==> config.mk <==
export PLATFORM = sky130hd
export DESIGN_NAME = escape_sequence_decoder_core_flat
export DESIGN_NICKNAME = d
export VERILOG_FILES = /design/src/rtl/core/esd_pkg.sv /design/src/rtl/core/esd_ifs.sv /design/src/rtl/core/esd_parse.sv /design/src/rtl/core/esd_out.sv /design/src/rtl/core/escape_sequence_decoder_core.sv /design/src/flat_wrapper.sv
export VERILOG_INCLUDE_DIRS = /design/src /design/src/rtl/core
export SDC_FILE = /design/constraint.sdc
export NUM_CORES = 1
export LEC_CHECK = 0
export ABC_AREA = 1
export ABC_CLOCK_PERIOD_IN_PS = 5400
export BUFFER_PORTS_ARGS = -buffer_cell sky130_fd_sc_hd__buf_2
export CELL_PAD_IN_SITES_DETAIL_PLACEMENT = 1
export CELL_PAD_IN_SITES_GLOBAL_PLACEMENT = 1
export CORE_MARGIN = 2
export CORE_UTILIZATION = 36
export CTS_BUF_LIST = sky130_fd_sc_hd__clkbuf_4
export DETAILED_ROUTE_END_ITERATION = 10
export HOLD_SLACK_MARGIN = 0.05
export PLACE_DENSITY = 0.68
export RECOVER_POWER = 25
export SETUP_SLACK_MARGIN = 0.5
export SYNTH_ARGS = -nofsm -noshare
export SYNTH_HDL_FRONTEND = slang
export SYNTH_SLANG_ARGS = --single-unit
==> constraint.sdc <==
create_clock -name clk -period 5.4 [get_ports clk]
set_input_delay 0.54 -clock clk [delete_from_list [all_inputs] [get_ports clk]]
set_output_delay 0.54 -clock clk [all_outputs]
set_load 0.01 [all_outputs]
==> src/rtl/core/escape_sequence_decoder_core_macros.svh <==
// Assertion macros shared by the escape sequence decoder RTL.
`ifndef ESCAPE_SEQUENCE_DECODER_CORE_MACROS_SVH
`define ESCAPE_SEQUENCE_DECODER_CORE_MACROS_SVH

`ifndef SYNTH
// prop must hold at every rising clock edge outside reset
`define ESD_ASSERT(lbl, clk, rst_n, prop, msg) \
	lbl: assert property (@(posedge clk) disable iff (!rst_n) prop) else $error(msg);
// expr must never be true outside reset
`define ESD_NEVER(lbl, clk, rst_n, expr, msg) \
	lbl: assert property (@(posedge clk) disable iff (!rst_n) !(expr)) else $error(msg);
`else
`define ESD_ASSERT(lbl, clk, rst_n, prop, msg)
`define ESD_NEVER(lbl, clk, rst_n, expr, msg)
`endif

`endif

==> src/rtl/core/esd_pkg.sv <==
// Shared types, character constants and lookup functions of the escape decoder.
package esd_pkg;

	localparam int unsigned MaxResults = 3;

	typedef logic [7:0] byte_t;

	// group of result bytes produced by one final character
	typedef struct packed {
		logic [1:0]                  cnt;
		logic                        bad;
		byte_t [MaxResults-1:0]      bytes;
	} grp_t;

	localparam byte_t CH_0   = 8'h30;
	localparam byte_t CH_7   = 8'h37;
	localparam byte_t CH_X   = 8'h78;
	localparam byte_t CH_U   = 8'h75;
	localparam byte_t BYTE_ESC = 8'h1B;

	// {hit, mapped byte}
	function automatic logic [8:0] simple_map(input byte_t c);
		logic [8:0] r;
		case (c)
			8'h22:   r = {1'b1, 8'h22};	// "
			8'h27:   r = {1'b1, 8'h27};	// '
			8'h3F:   r = {1'b1, 8'h3F};	// ?
			8'h74:   r = {1'b1, 8'h09};	// t
			8'h6E:   r = {1'b1, 8'h0A};	// n
			8'h72:   r = {1'b1, 8'h0D};	// r
			8'h5C:   r = {1'b1, 8'h5C};	// backslash
			8'h62:   r = {1'b1, 8'h08};	// b
			8'h66:   r = {1'b1, 8'h0C};	// f
			8'h76:   r = {1'b1, 8'h0B};	// v
			8'h61:   r = {1'b1, 8'h07};	// a
			8'h65:   r = {1'b1, BYTE_ESC};	// e
			default: r = 9'd0;
		endcase
		return r;
	endfunction

	// {valid, digit value}
	function automatic logic [4:0] hex_val(input byte_t c);
		logic [4:0] r;
		r = 5'd0;
		if (c >= 8'h30 && c <= 8'h39)
			r = {1'b1, c[3:0]};
		else if ((c >= 8'h61 && c <= 8'h66) || (c >= 8'h41 && c <= 8'h46))
			r = {1'b1, c[3:0] + 4'd9};
		return r;
	endfunction

endpackage

==> src/rtl/core/esd_ifs.sv <==
// Valid/ready channel interfaces for escape body characters and decoded bytes.
interface esd_in_if;
	logic                 valid;
	logic                 ready;
	esd_pkg::byte_t       body_char;
	logic                 body_last;

	modport source (output valid, output body_char, output body_last, input ready);
	modport sink (input valid, input body_char, input body_last, output ready);
endinterface

interface esd_out_if;
	logic                 valid;
	logic                 ready;
	esd_pkg::byte_t       out_byte;
	logic                 out_last;
	logic                 bad_escape;

	modport source (output valid, output out_byte, output out_last, output bad_escape,
		input ready);
	modport sink (input valid, input out_byte, input out_last, input bad_escape,
		output ready);
endinterface

==> src/rtl/core/esd_parse.sv <==
// Escape body parser: parse state registers and per-character decode logic.
module esd_parse (
	input  logic              clk,
	input  logic              arst_n,
	input  logic              take,
	input  esd_pkg::byte_t    body_char,
	input  logic              body_last,
	output esd_pkg::grp_t     grp
);

	typedef enum logic [2:0] {
		MODE_START = 3'd0,
		MODE_OCT   = 3'd1,
		MODE_HEX   = 3'd2,
		MODE_UNI   = 3'd3,
		MODE_BAD   = 3'd4
	} mode_t;

	mode_t        mode_q, mode_d;
	logic [15:0]  code_q, code_d;
	logic [2:0]   cnt_q, cnt_d;

	logic [8:0]   smap;
	logic [4:0]   hv;
	logic         is_oct;
	logic         simple_done;
	logic         surrogate;

	always_comb begin
		smap   = esd_pkg::simple_map(body_char);
		hv     = esd_pkg::hex_val(body_char);
		is_oct = (body_char >= esd_pkg::CH_0) && (body_char <= esd_pkg::CH_7);
		mode_d = mode_q;
		code_d = code_q;
		cnt_d  = cnt_q;
		simple_done = 1'b0;
		case (mode_q)
			MODE_START: begin
				if (smap[8]) begin
					simple_done = 1'b1;
					mode_d = MODE_BAD;	// anything after a simple escape is an error
				end else if (is_oct) begin
					mode_d = MODE_OCT;
					code_d = {13'd0, body_char[2:0]};
					cnt_d  = 3'd1;
				end else if (body_char == esd_pkg::CH_X) begin
					mode_d = MODE_HEX;
					code_d = 16'd0;
					cnt_d  = 3'd0;
				end else if (body_char == esd_pkg::CH_U) begin
					mode_d = MODE_UNI;
					code_d = 16'd0;
					cnt_d  = 3'd0;
				end else begin
					mode_d = MODE_BAD;
				end
			end
			MODE_OCT: begin
				if (is_oct && cnt_q < 3'd3) begin
					code_d = {code_q[12:0], body_char[2:0]};
					cnt_d  = cnt_q + 3'd1;
				end else begin
					mode_d = MODE_BAD;
				end
			end
			MODE_HEX: begin
				if (hv[4]) begin
					code_d = {code_q[11:0], hv[3:0]};
					if (cnt_q < 3'd7)
						cnt_d = cnt_q + 3'd1;
				end else begin
					mode_d = MODE_BAD;
				end
			end
			MODE_UNI: begin
				if (hv[4] && cnt_q < 3'd4) begin
					code_d = {code_q[11:0], hv[3:0]};
					cnt_d  = cnt_q + 3'd1;
				end else begin
					mode_d = MODE_BAD;
				end
			end
			default: mode_d = MODE_BAD;
		endcase
	end

	// result group, only meaningful on the final character
	always_comb begin
		surrogate = (code_d[15:11] == 5'b11011);
		grp = '0;
		if (body_last) begin
			grp.cnt = 2'd1;
			if (simple_done) begin
				grp.bytes[0] = smap[7:0];
			end else if (mode_d == MODE_OCT) begin
				grp.bytes[0] = code_d[7:0];
			end else if (mode_d == MODE_HEX && cnt_d != 3'd0) begin
				grp.bytes[0] = code_d[7:0];
			end else if (mode_d == MODE_UNI && cnt_d == 3'd4 && !surrogate) begin
				if (code_d[15:7] == 9'd0) begin
					grp.bytes[0] = code_d[7:0];
				end else if (code_d[15:11] == 5'd0) begin
					grp.cnt      = 2'd2;
					grp.bytes[0] = {3'b110, code_d[10:6]};
					grp.bytes[1] = {2'b10, code_d[5:0]};
				end else begin
					grp.cnt      = 2'd3;
					grp.bytes[0] = {4'b1110, code_d[15:12]};
					grp.bytes[1] = {2'b10, code_d[11:6]};
					grp.bytes[2] = {2'b10, code_d[5:0]};
				end
			end else begin
				grp.bad = 1'b1;
			end
		end
	end

	always_ff @(posedge clk or negedge arst_n) begin
		if (!arst_n) begin
			mode_q <= MODE_START;
			code_q <= 16'd0;
			cnt_q  <= 3'd0;
		end else if (take) begin
			if (body_last) begin
				mode_q <= MODE_START;
				code_q <= 16'd0;
				cnt_q  <= 3'd0;
			end else begin
				mode_q <= mode_d;
				code_q <= code_d;
				cnt_q  <= cnt_d;
			end
		end
	end

endmodule

==> src/rtl/core/esd_out.sv <==
// Result register: holds one decoded group and hands its bytes out one per request.
`include "escape_sequence_decoder_core_macros.svh"

module esd_out (
	input  logic              clk,
	input  logic              arst_n,
	input  logic              load,
	input  esd_pkg::grp_t     grp,
	output logic              can_load,
	esd_out_if.source         dec_out
);

	logic [1:0]                                   rem_q;
	logic [1:0]                                   pos_q;
	logic                                         bad_q;
	esd_pkg::byte_t [esd_pkg::MaxResults-1:0]     bytes_q;
	logic                                         taken;

	assign taken    = (rem_q != 2'd0) && dec_out.ready;
	assign can_load = (rem_q == 2'd0) || (rem_q == 2'd1 && dec_out.ready);

	assign dec_out.valid      = (rem_q != 2'd0);
	assign dec_out.out_byte   = bytes_q[pos_q];
	assign dec_out.out_last   = (rem_q == 2'd1);
	assign dec_out.bad_escape = bad_q;

	always_ff @(posedge clk or negedge arst_n) begin
		if (!arst_n) begin
			rem_q <= 2'd0;
			pos_q <= 2'd0;
		end else if (load) begin
			rem_q <= grp.cnt;
			pos_q <= 2'd0;
		end else if (taken) begin
			rem_q <= rem_q - 2'd1;
			pos_q <= pos_q + 2'd1;
		end
	end

	always_ff @(posedge clk) begin
		if (load) begin
			bytes_q <= grp.bytes;
			bad_q   <= grp.bad;
		end
	end

	`ESD_NEVER(a_rem_range, clk, arst_n, rem_q == 2'd3 && pos_q != 2'd0, "group index out of step")
	`ESD_NEVER(a_no_overrun, clk, arst_n, load && !can_load, "group loaded over pending bytes")
	`ESD_ASSERT(a_bad_single, clk, arst_n, (rem_q != 2'd0 && bad_q) |-> (rem_q == 2'd1 && pos_q == 2'd0 && bytes_q[0] == 8'd0), "error result is not a single zero byte")

endmodule

==> src/rtl/core/escape_sequence_decoder_core.sv <==
// Escape sequence decoder: takes the characters after a backslash, one per request,
// and on the final character emits the decoded bytes (simple escapes, 1-3 octal
// digits, 'x' + hex digits, 'u' + four hex digits as UTF-8) or one error result.
// A character is accepted every cycle unless a final character waits in the input
// register; it is registered, decoded there against the parse state, and its
// results are registered in the result register, from which the first byte leaves.
// Non-final characters produce nothing and never wait. A final character waits in
// the input register only while the result register still holds bytes that will
// not all be gone by the end of that cycle: a 'u' escape that encodes to two or
// three UTF-8 bytes occupies the result register until all of them are taken, one byte
// per output request; every other escape occupies it for a single byte.
`include "escape_sequence_decoder_core_macros.svh"

module escape_sequence_decoder_core (
	input  logic         clk,
	input  logic         arst_n,
	esd_in_if.sink       esc_in,
	esd_out_if.source    dec_out
);

	// input register
	logic                 vld_s1;
	esd_pkg::byte_t       char_s1;
	logic                 last_s1;

	esd_pkg::grp_t        grp;
	logic                 can_load;
	logic                 adv;		// item in stage 1 is consumed this cycle
	logic                 load;		// its results enter the result register

	// only a final character needs room in the result register
	assign adv  = vld_s1 && (!last_s1 || can_load);
	assign load = adv && last_s1;

	assign esc_in.ready = !vld_s1 || adv;

	always_ff @(posedge clk or negedge arst_n) begin
		if (!arst_n) begin
			vld_s1 <= 1'b0;
		end else if (esc_in.ready) begin
			vld_s1 <= esc_in.valid;
		end
	end

	always_ff @(posedge clk) begin
		if (esc_in.valid && esc_in.ready) begin
			char_s1 <= esc_in.body_char;
			last_s1 <= esc_in.body_last;
		end
	end

	// parse state and per-character decode
	esd_parse u_parse (
		.clk       (clk),
		.arst_n    (arst_n),
		.take      (adv),
		.body_char (char_s1),
		.body_last (last_s1),
		.grp       (grp)
	);

	// result register, one byte per output request
	esd_out u_out (
		.clk      (clk),
		.arst_n   (arst_n),
		.load     (load),
		.grp      (grp),
		.can_load (can_load),
		.dec_out  (dec_out)
	);

	`ESD_ASSERT(a_s1_hold, clk, arst_n, (vld_s1 && !adv) |=> (vld_s1 && $stable(char_s1) && $stable(last_s1)), "stalled character lost")
	`ESD_NEVER(a_group_on_last, clk, arst_n, vld_s1 && ((grp.cnt != 2'd0) != last_s1), "result group not tied to final character")

endmodule

==> src/flat_wrapper.sv <==
// flat-port wrapper written by rule: the top's interface ports become plain ports
module escape_sequence_decoder_core_flat 
  (clk, arst_n, esc_in_valid, esc_in_body_char, esc_in_body_last, esc_in_ready, dec_out_valid, dec_out_out_byte, dec_out_out_last, dec_out_bad_escape, dec_out_ready);
  esd_in_if esc_in_i ();
  esd_out_if dec_out_i ();
  input  logic clk;
  input  logic arst_n;
  input wire logic [$bits(esc_in_i.valid)-1:0] esc_in_valid;
  input wire logic [$bits(esc_in_i.body_char)-1:0] esc_in_body_char;
  input wire logic [$bits(esc_in_i.body_last)-1:0] esc_in_body_last;
  output wire logic [$bits(esc_in_i.ready)-1:0] esc_in_ready;
  output wire logic [$bits(dec_out_i.valid)-1:0] dec_out_valid;
  output wire logic [$bits(dec_out_i.out_byte)-1:0] dec_out_out_byte;
  output wire logic [$bits(dec_out_i.out_last)-1:0] dec_out_out_last;
  output wire logic [$bits(dec_out_i.bad_escape)-1:0] dec_out_bad_escape;
  input wire logic [$bits(dec_out_i.ready)-1:0] dec_out_ready;
  assign esc_in_i.valid = esc_in_valid;
  assign esc_in_i.body_char = esc_in_body_char;
  assign esc_in_i.body_last = esc_in_body_last;
  assign esc_in_ready = esc_in_i.ready;
  assign dec_out_valid = dec_out_i.valid;
  assign dec_out_out_byte = dec_out_i.out_byte;
  assign dec_out_out_last = dec_out_i.out_last;
  assign dec_out_bad_escape = dec_out_i.bad_escape;
  assign dec_out_i.ready = dec_out_ready;
  escape_sequence_decoder_core u_core (.clk(clk), .arst_n(arst_n), .esc_in(esc_in_i), .dec_out(dec_out_i));
endmodule
== Word-level counts from Yosys, hierarchy flattened ==
Index checks and enable logic that the tools add are counted.
W data, S select, Z words.

* Add/sub/neg operators: 4
* Bitwise gates (word level): 2
* Reduce and logical (&&, ||, !) cells: 31
* Magnitude comparators: 11
* Eq/ne operators: 23
* Mux-type cells: 55

{| class="wikitable"
|+ Operators by type and width
! kind !! number
|-
| $mux W16 || 9
|-
| $pmux W9 S12 || 1
|-
| $eq A8 B7 Y1 const B || 11
|-
| $pmux W16 S4 || 1
|-
| $mux W19 || 3
|-
| $mux W3 || 17
|-
| $mux W8 || 6
|-
| $mux W27 || 1
|-
| $eq A8 B6 Y1 const B || 3
|-
| $mux W24 || 1
|-
| $pmux W3 S4 || 2
|-
| $bmux W8 S2 || 1
|-
| $ge A8 B7 Y1 const B || 2
|-
| $le A8 B6 Y1 const B || 2
|-
| $le A8 B7 Y1 const B || 2
|-
| $logic_and A1 B1 Y1 || 14
|-
| $mux W14 || 1
|-
| $eq A3 B2 Y1 const B || 4
|-
| $mux W2 || 6
|-
| $mux W5 || 2
|-
| $logic_not A9 Y1 || 1
|-
| $ge A8 B6 Y1 const B || 1
|-
| $reduce_or A7 Y1 || 1
|-
| $eq A3 B1 Y1 const B || 2
|-
| other kinds (21) || 32
|}

* Logic and storage cells: 139
* Input bits: 13
* Output and inout port bits: 12
* Flip-flop bits (word level): 61

== Longest topological paths before layout ==
* Depth in word-level cells: 17
* Depth in mapped cells: 22
* Mapped depth without buffers: 22

== By module ==
Synthesis repeated with hierarchy kept, for this count alone.

* Cell total of the unflattened synthesis: 619
* Area total of the unflattened synthesis: 4478.0 µm²

{| class="wikitable"
|+ By module, submodules not included
! module !! cells each !! instances !! sequential area each (µm²) !! area each (µm²)
|-
| esd_parse || 508 || 1 || 550.5 || 2949.1
|-
| esd_out || 92 || 1 || 850.8 || 1188.6
|-
| escape_sequence_decoder_core || 19 || 1 || 295.3 || 340.3
|}

== Least setup slack after synthesis ==
OpenSTA, ideal clock, no wires.

* Kind: register -> register
* Start point: register u_core.char_s1[0]
* End point: register u_core.u_out.bytes_q[16] (netlist name), data pin
* Clock period less this slack: 2.721 ns
* Path buffers: 0
* Required time: 5.134 ns
* Setup slack: 2.679 ns
* Cell stages (with the launch flop): 22
* Library setup time: 0.266 ns
* Arrival: 2.455 ns
* Cells stage by stage: edfxtp_1 inv_1 ha_1 nand2_1 nand3_1 nand3_2 nand2_4 nand2_4 a21oi_1 nand2_2 nand2_1 nand2_2 nor2_2 nand2_2 nor2_8 nand2_2 nand2_4 nor2_4 nand2_4 inv_6 nand2_8 nor2_2

* Longest elaborated chain between the ends: 13
* Elaborated cells on any way between the ends: 72
* Those cells by class: add/sub: 1; order compare: 7; eq/ne: 19; mux: 29; bitwise: 1; reduce/logical: 15

{| class="wikitable"
|+ Ends and longest elaborated chain
! element !! RTL line !! source
|-
| from (decl) || escape_sequence_decoder_core.sv:23 || <nowiki>esd_pkg::byte_t char_s1;</nowiki>
|-
| from (signal assigned) || escape_sequence_decoder_core.sv:47 || <nowiki>char_s1 <= esc_in.body_char;</nowiki>
|-
| $ge A8 B7 Y1 or $le A8 B7 Y1 (tied branches) || esd_pkg.sv:48 || <nowiki>else if ((c >= 8'h61 && c <= 8'h66) || (c >= 8'h41 && c <= 8'h46))</nowiki>
|-
| $logic_and A1 B1 Y1 || esd_pkg.sv:48 ||
|-
| $logic_or A1 B1 Y1 || esd_pkg.sv:48 ||
|-
| $mux W5 || esd_pkg.sv:48 ||
|-
| $mux W5 || esd_pkg.sv:46 || <nowiki>if (c >= 8'h30 && c <= 8'h39)</nowiki>
|-
| $logic_and A1 B1 Y1 || esd_parse.sv:76 || <nowiki>if (hv[4] && cnt_q < 3'd4) begin</nowiki>
|-
| $mux W16 or $mux W3 (tied branches) || esd_parse.sv:76 ||
|-
| $pmux W16 S4 or $pmux W3 S4 (tied branches) || esd_parse.sv:37 || <nowiki>case (mode_q)</nowiki>
|-
| $eq A5 B5 Y1, or another cell as far along || esd_parse.sv:89 || <nowiki>surrogate = (code_d[15:11] == 5'b11011);</nowiki>
|-
| $logic_not A1 Y1 or $logic_and A1 B1 Y1 (tied branches) || esd_parse.sv:99 || <nowiki>end else if (mode_d == MODE_UNI && cnt_d == 3'd4 && !surrogate) begin</nowiki>
|-
| $logic_and A1 B1 Y1 || esd_parse.sv:99 ||
|-
| $not A1 Y1 (no source line) || - ||
|-
| $reduce_or A7 Y1 (no source line) || - ||
|-
| to (signal assigned) || esd_out.sv:42 || <nowiki>bytes_q <= grp.bytes;</nowiki>
|-
| to (decl) || esd_out.sv:16 || <nowiki>esd_pkg::byte_t [esd_pkg::MaxResults-1:0] bytes_q;</nowiki>
|}

Parallel ways exist; a longest one is shown, timed or not.
A chain may end at the register's enable or synchronous reset.

== Worst setup path after layout ==
* Start point: register u_core.char_s1[0]
* End point: register u_core.u_out.bytes_q[6] (netlist name), data pin

* Longest elaborated chain between the ends: 15
* Elaborated cells on any way between the ends: 73
* Those cells by class: order compare: 7; eq/ne: 19; mux: 34; reduce/logical: 13

{| class="wikitable"
|+ Ends and longest elaborated chain
! element !! RTL line !! source
|-
| $ge A8 B7 Y1 or $le A8 B7 Y1 (tied branches) || esd_pkg.sv:48 ||
|-
| $logic_and A1 B1 Y1 || esd_pkg.sv:48 ||
|-
| $logic_or A1 B1 Y1 || esd_pkg.sv:48 ||
|-
| $mux W5 || esd_pkg.sv:48 ||
|-
| $mux W5 || esd_pkg.sv:46 ||
|-
| $logic_and A1 B1 Y1 || esd_parse.sv:76 ||
|-
| $mux W16 or $mux W3 (tied branches) || esd_parse.sv:76 ||
|-
| $pmux W16 S4 or $pmux W3 S4 (tied branches) || esd_parse.sv:37 ||
|-
| $eq A5 B5 Y1, or another cell as far along || esd_parse.sv:89 ||
|-
| $logic_not A1 Y1 or $logic_and A1 B1 Y1 (tied branches) || esd_parse.sv:99 ||
|-
| $logic_and A1 B1 Y1 || esd_parse.sv:99 ||
|-
| $mux W24 || esd_parse.sv:99 ||
|-
| $mux W8 || esd_parse.sv:97 || <nowiki>end else if (mode_d == MODE_HEX && cnt_d != 3'd0) begin</nowiki>
|-
| $mux W8 || esd_parse.sv:95 || <nowiki>end else if (mode_d == MODE_OCT) begin</nowiki>
|-
| $mux W8 * || esd_parse.sv:93 || <nowiki>if (simple_done) begin</nowiki>
|}

Mark *: on every way between the ends. The rest lies on a longest branch, timed or not.

==> flow_metrics.py <==
metrics = {
    "layout": {
        "final_layout_size_suffix_gt1_share_pct": 16.0,
        "fin_util_pct": 40.2,
        "syn2layout_area_growth_pct": 8.76,
        "diodes": 0,
        "final_nets": 654,
        "stdcell_area_sq_um": 4840,
        "finalNonFillerCells": 807,
    },
    "clock_network": {
        "post_cts_buffers": 0,
        "cts-root-buf": "clkbuf_4",
        "ctsHoldBuffers": 0,
        "cts_max_path_buffers": 2,
        "cts_sinks": 59,
        "cts_tree": "done",
        "clock_latency_ns": 0.46,
        "cts_resized": 0,
        "cts_buffers": 9,
        "htreeDepth": 3,
        "cts.clk_slew.worst_paths_ns": 0.12,
    },
    "synth": {
        "yosysWarnings": 0,
        "ys_types": 41,
        "ys_ff_latch": 59,
        "ys_top_cells_by_area": "edfxtp_1 (22%), dfrtp_1 (15%), nand2_1 (12%), inv_1 (6.7%), nand3_1 (6.5%)",
        "syn_nets": 634,
        "yosysTopAreaCell": "edfxtp_1",
        "synth-edff-count": 32,
        "synth_cells": 614,
        "avgSynthCellArea_sq_um": 7.25,
        "netlist_area_sq_um": 4450,
        "synth_ff_type": "edfxtp_1",
        "async_flop_share_pct": 45.8,
        "netlist.area_leader.share_pct": 21.6,
        "ys_seq_area_share_pct": 36.7,
        "synth_commonest_cells": "nand2_1 (147), inv_1 (80), nand3_1 (58)",
        "synth.most_common_cell": "nand2_1",
    },
    "floorplan": {
        "io_pins": 25,
        "core.rowCount": 40,
        "die_w_um": 115,
        "die_height_um": 115,
        "fp.dieArea_sq_um": 13300,
        "start_util_pct": 36.9,
        "core_area_sq_um": 12100,
    },
    "timing": {
        "fin_tns_setup_ns": 0,
        "holdWs_ns": 0.249,
        "period_needed_ns": 3.60,
        "fin_skew_ns": 0.0162,
        "setup_slack_ns": 1.80,
        "finalSetupViolations": 0,
        "slew-limit-headroom_pct": -22.4,
        "tightest_slew_ns": 1.84,
        "drv_slew": 28,
        "fmax_ghz": 0.277,
        "rsz0062_at_grt": "false",
        "hold_viol": 0,
        "fin_crit_sh_pct": 66.7,
    },
    "global_routing": {
        "grt_busiest_layer": "met2",
        "grt_max_degree": 28,
        "grt_antenna_before_repair": 0,
        "gr-total-overflow": 0,
        "grt_pass1_wl_um": 23400,
        "use_met3_pct": 3.32,
        "track_usage_pct": 23.3,
        "grtUsageMet1_pct": 31.0,
        "grtUsageMet2_pct": 39.1,
        "grt_pass1_vias": 4308,
    },
    "critical_path": {
        "ff2ff_path_depth": 19,
        "endpoint_kind": "flop",
        "path_buf_inv": 2,
        "cp_common_cell": "nand2_1",
        "crit_slowest_cell": "edfxtp_1",
        "path_cells": "inv_1 > ha_1 > nand2_1 > nand3_1 > nand3_2 > nand2_4 > nand2_4 > a21oi_1 > nand2_2 > nand2_1 > nand2_2 > nor2_2 > nand3_2 > nor2_1 > nor2_1 > o21ai_0 > nand2_1 > nand2_1 > inv_1",
        "critPathRequiredTime_ns": 5.64,
        "path_delay_family": "simple AND/OR/NAND/NOR gates",
        "critPathArrivalTime_ns": 3.84,
        "cp_slowest_stage_delay_ns": 0.49,
        "cp.depth": 19,
        "cp_max_fo": 19,
        "worstSetupStartpointType": "flop",
        "critPathKind": "flop to flop",
    },
    "routing": {
        "via_per_inst": 5.35,
        "post-route-drc-count": 0,
        "wl_per_cell_um": 18.1,
        "wirelength_um": 14600,
        "drtIter0Drc": 318,
        "vias": 4314,
        "antenna_left": 0,
        "first_pass_iters": 4,
    },
    "place": {
        "dp_hpwl_um": 11200,
        "dp_cells": 791,
        "portBuffers": 24,
        "place_ws_ns": 1.80,
        "place_area_sq_um": 4710,
        "place.gp.congestion": 0.882,
    },
    "pwr": {
        "p_leak_nw": 2.22,
        "p_per_area_nw_per_um2": 439,
        "finalPower_mw": 2.13,
        "peakVddDrop_mv": 0.167,
    },
    "run": {
        "cap_viol_max_count": 1,
    },
    "run_status": {
        "violations": "max-capacitance violations, max-slew violations",
        "status": "finished, violations left",
    },
    "worst_hold_path": {
        "holdPathStages": 1,
        "hold_class": "input pin to flop",
    },
}
cell families after synthesis:
group / Yosys count / synth area share, %
compound gates: 113 / 15.0
xor+xnor: 2 / 0.393
fa+ha+maj: 7 / 1.97
buf+inv: 103 / 9.27
flops: 59 / 36.7
simple gates: 330 / 36.7
layout by cell type (no fill, tap or decap), drive strengths merged, types with 6 or more instances in the layout:
cell type,Yosys,layout
nand2,171,171
inv,87,88
nor2,68,68
nand3,66,66
o21ai,41,41
edfxtp,32,32
dfrtp,27,27
a21oi,27,27
buf,6,24
o22ai,22,22
nand4,14,14
o211ai,11,11
clkbuf,10,10
ha,7,7
nor3,6,6
worst reg2reg max path, delay by kind of cell, from the launching register on:
family,cells,cell delay [ns]
AO/OA/AOI/OAI,2,0.37
adder cells (fa/ha/maj),1,0.25
buffers and inverters,2,0.24
flip-flops,1,0.49
AND/OR/NAND/NOR,14,2.04
state kept, by name, summed over array words and instances (netlist names):
name / cells
u_core.char_s1: 8
u_core.u_out.dec_out.bad_escape: 1
u_core.u_out.bytes_q: 22
u_core.last_s1: 1
u_core.u_out.rem_q: 2
u_core.u_out.pos_q: 2
u_core.u_parse.cnt_q: 3
u_core.u_parse.mode_q: 3
u_core.u_parse.code_q: 16
u_core.vld_s1: 1
final timing paths:
| kind | from | end | slack [ns] |
|---|---|---|---|
| setup / recovery | u_core.char_s1[0]$_DFFE_PP_ | u_core.u_out.bytes_q[6]$_SDFFCE_PN0P_ | 1.80 |
| hold / removal | esc_in_body_char[3] | u_core.char_s1[3]$_DFFE_PP_ | 0.25 |
| setup reg to reg | u_core.char_s1[0]$_DFFE_PP_ | u_core.u_out.bytes_q[6]$_SDFFCE_PN0P_ | 1.80 |
| hold reg to reg | u_core.u_parse.code_q[13]$_DFFE_PN0P_ | u_core.u_parse.code_q[13]$_DFFE_PN0P_ | 0.60 |
| max in group asynchronous | arst_n | u_core.u_parse.code_q[13]$_DFFE_PN0P_ | 3.78 |
| min in group asynchronous | arst_n | u_core.u_parse.cnt_q[2]$_DFFE_PN0P_ | 0.56 |
area by class of cell:
cell class	instances	area (sq um)
sequential	59	1640
clock inverter	7	67.6
fill	1554	7220
multi-input combinational	452	2400
tap	168	210
timing repair buffer	25	126
inverter	87	332
clock buffer	9	67.6
report_power, final:
| part | switching [mW] | internal [mW] | total, mW |
|---|---|---|---|
| Sequential | 0.106 | 0.581 | 0.687 |
| Clock | 0.197 | 0.139 | 0.336 |
| Combinational | 0.790 | 0.315 | 1.11 |
| Total | 1.09 | 1.04 | 2.13 |
routing by layer:
layer | share of wire, % | up-vias
met1 | 47 | 2098
met3 | 3.6 | 21
li1 | - | 2102
met5 | 0 | -
met2 | 48 | 93
met4 | 1.9 | 0
Power figures use the tool's default switching activity.
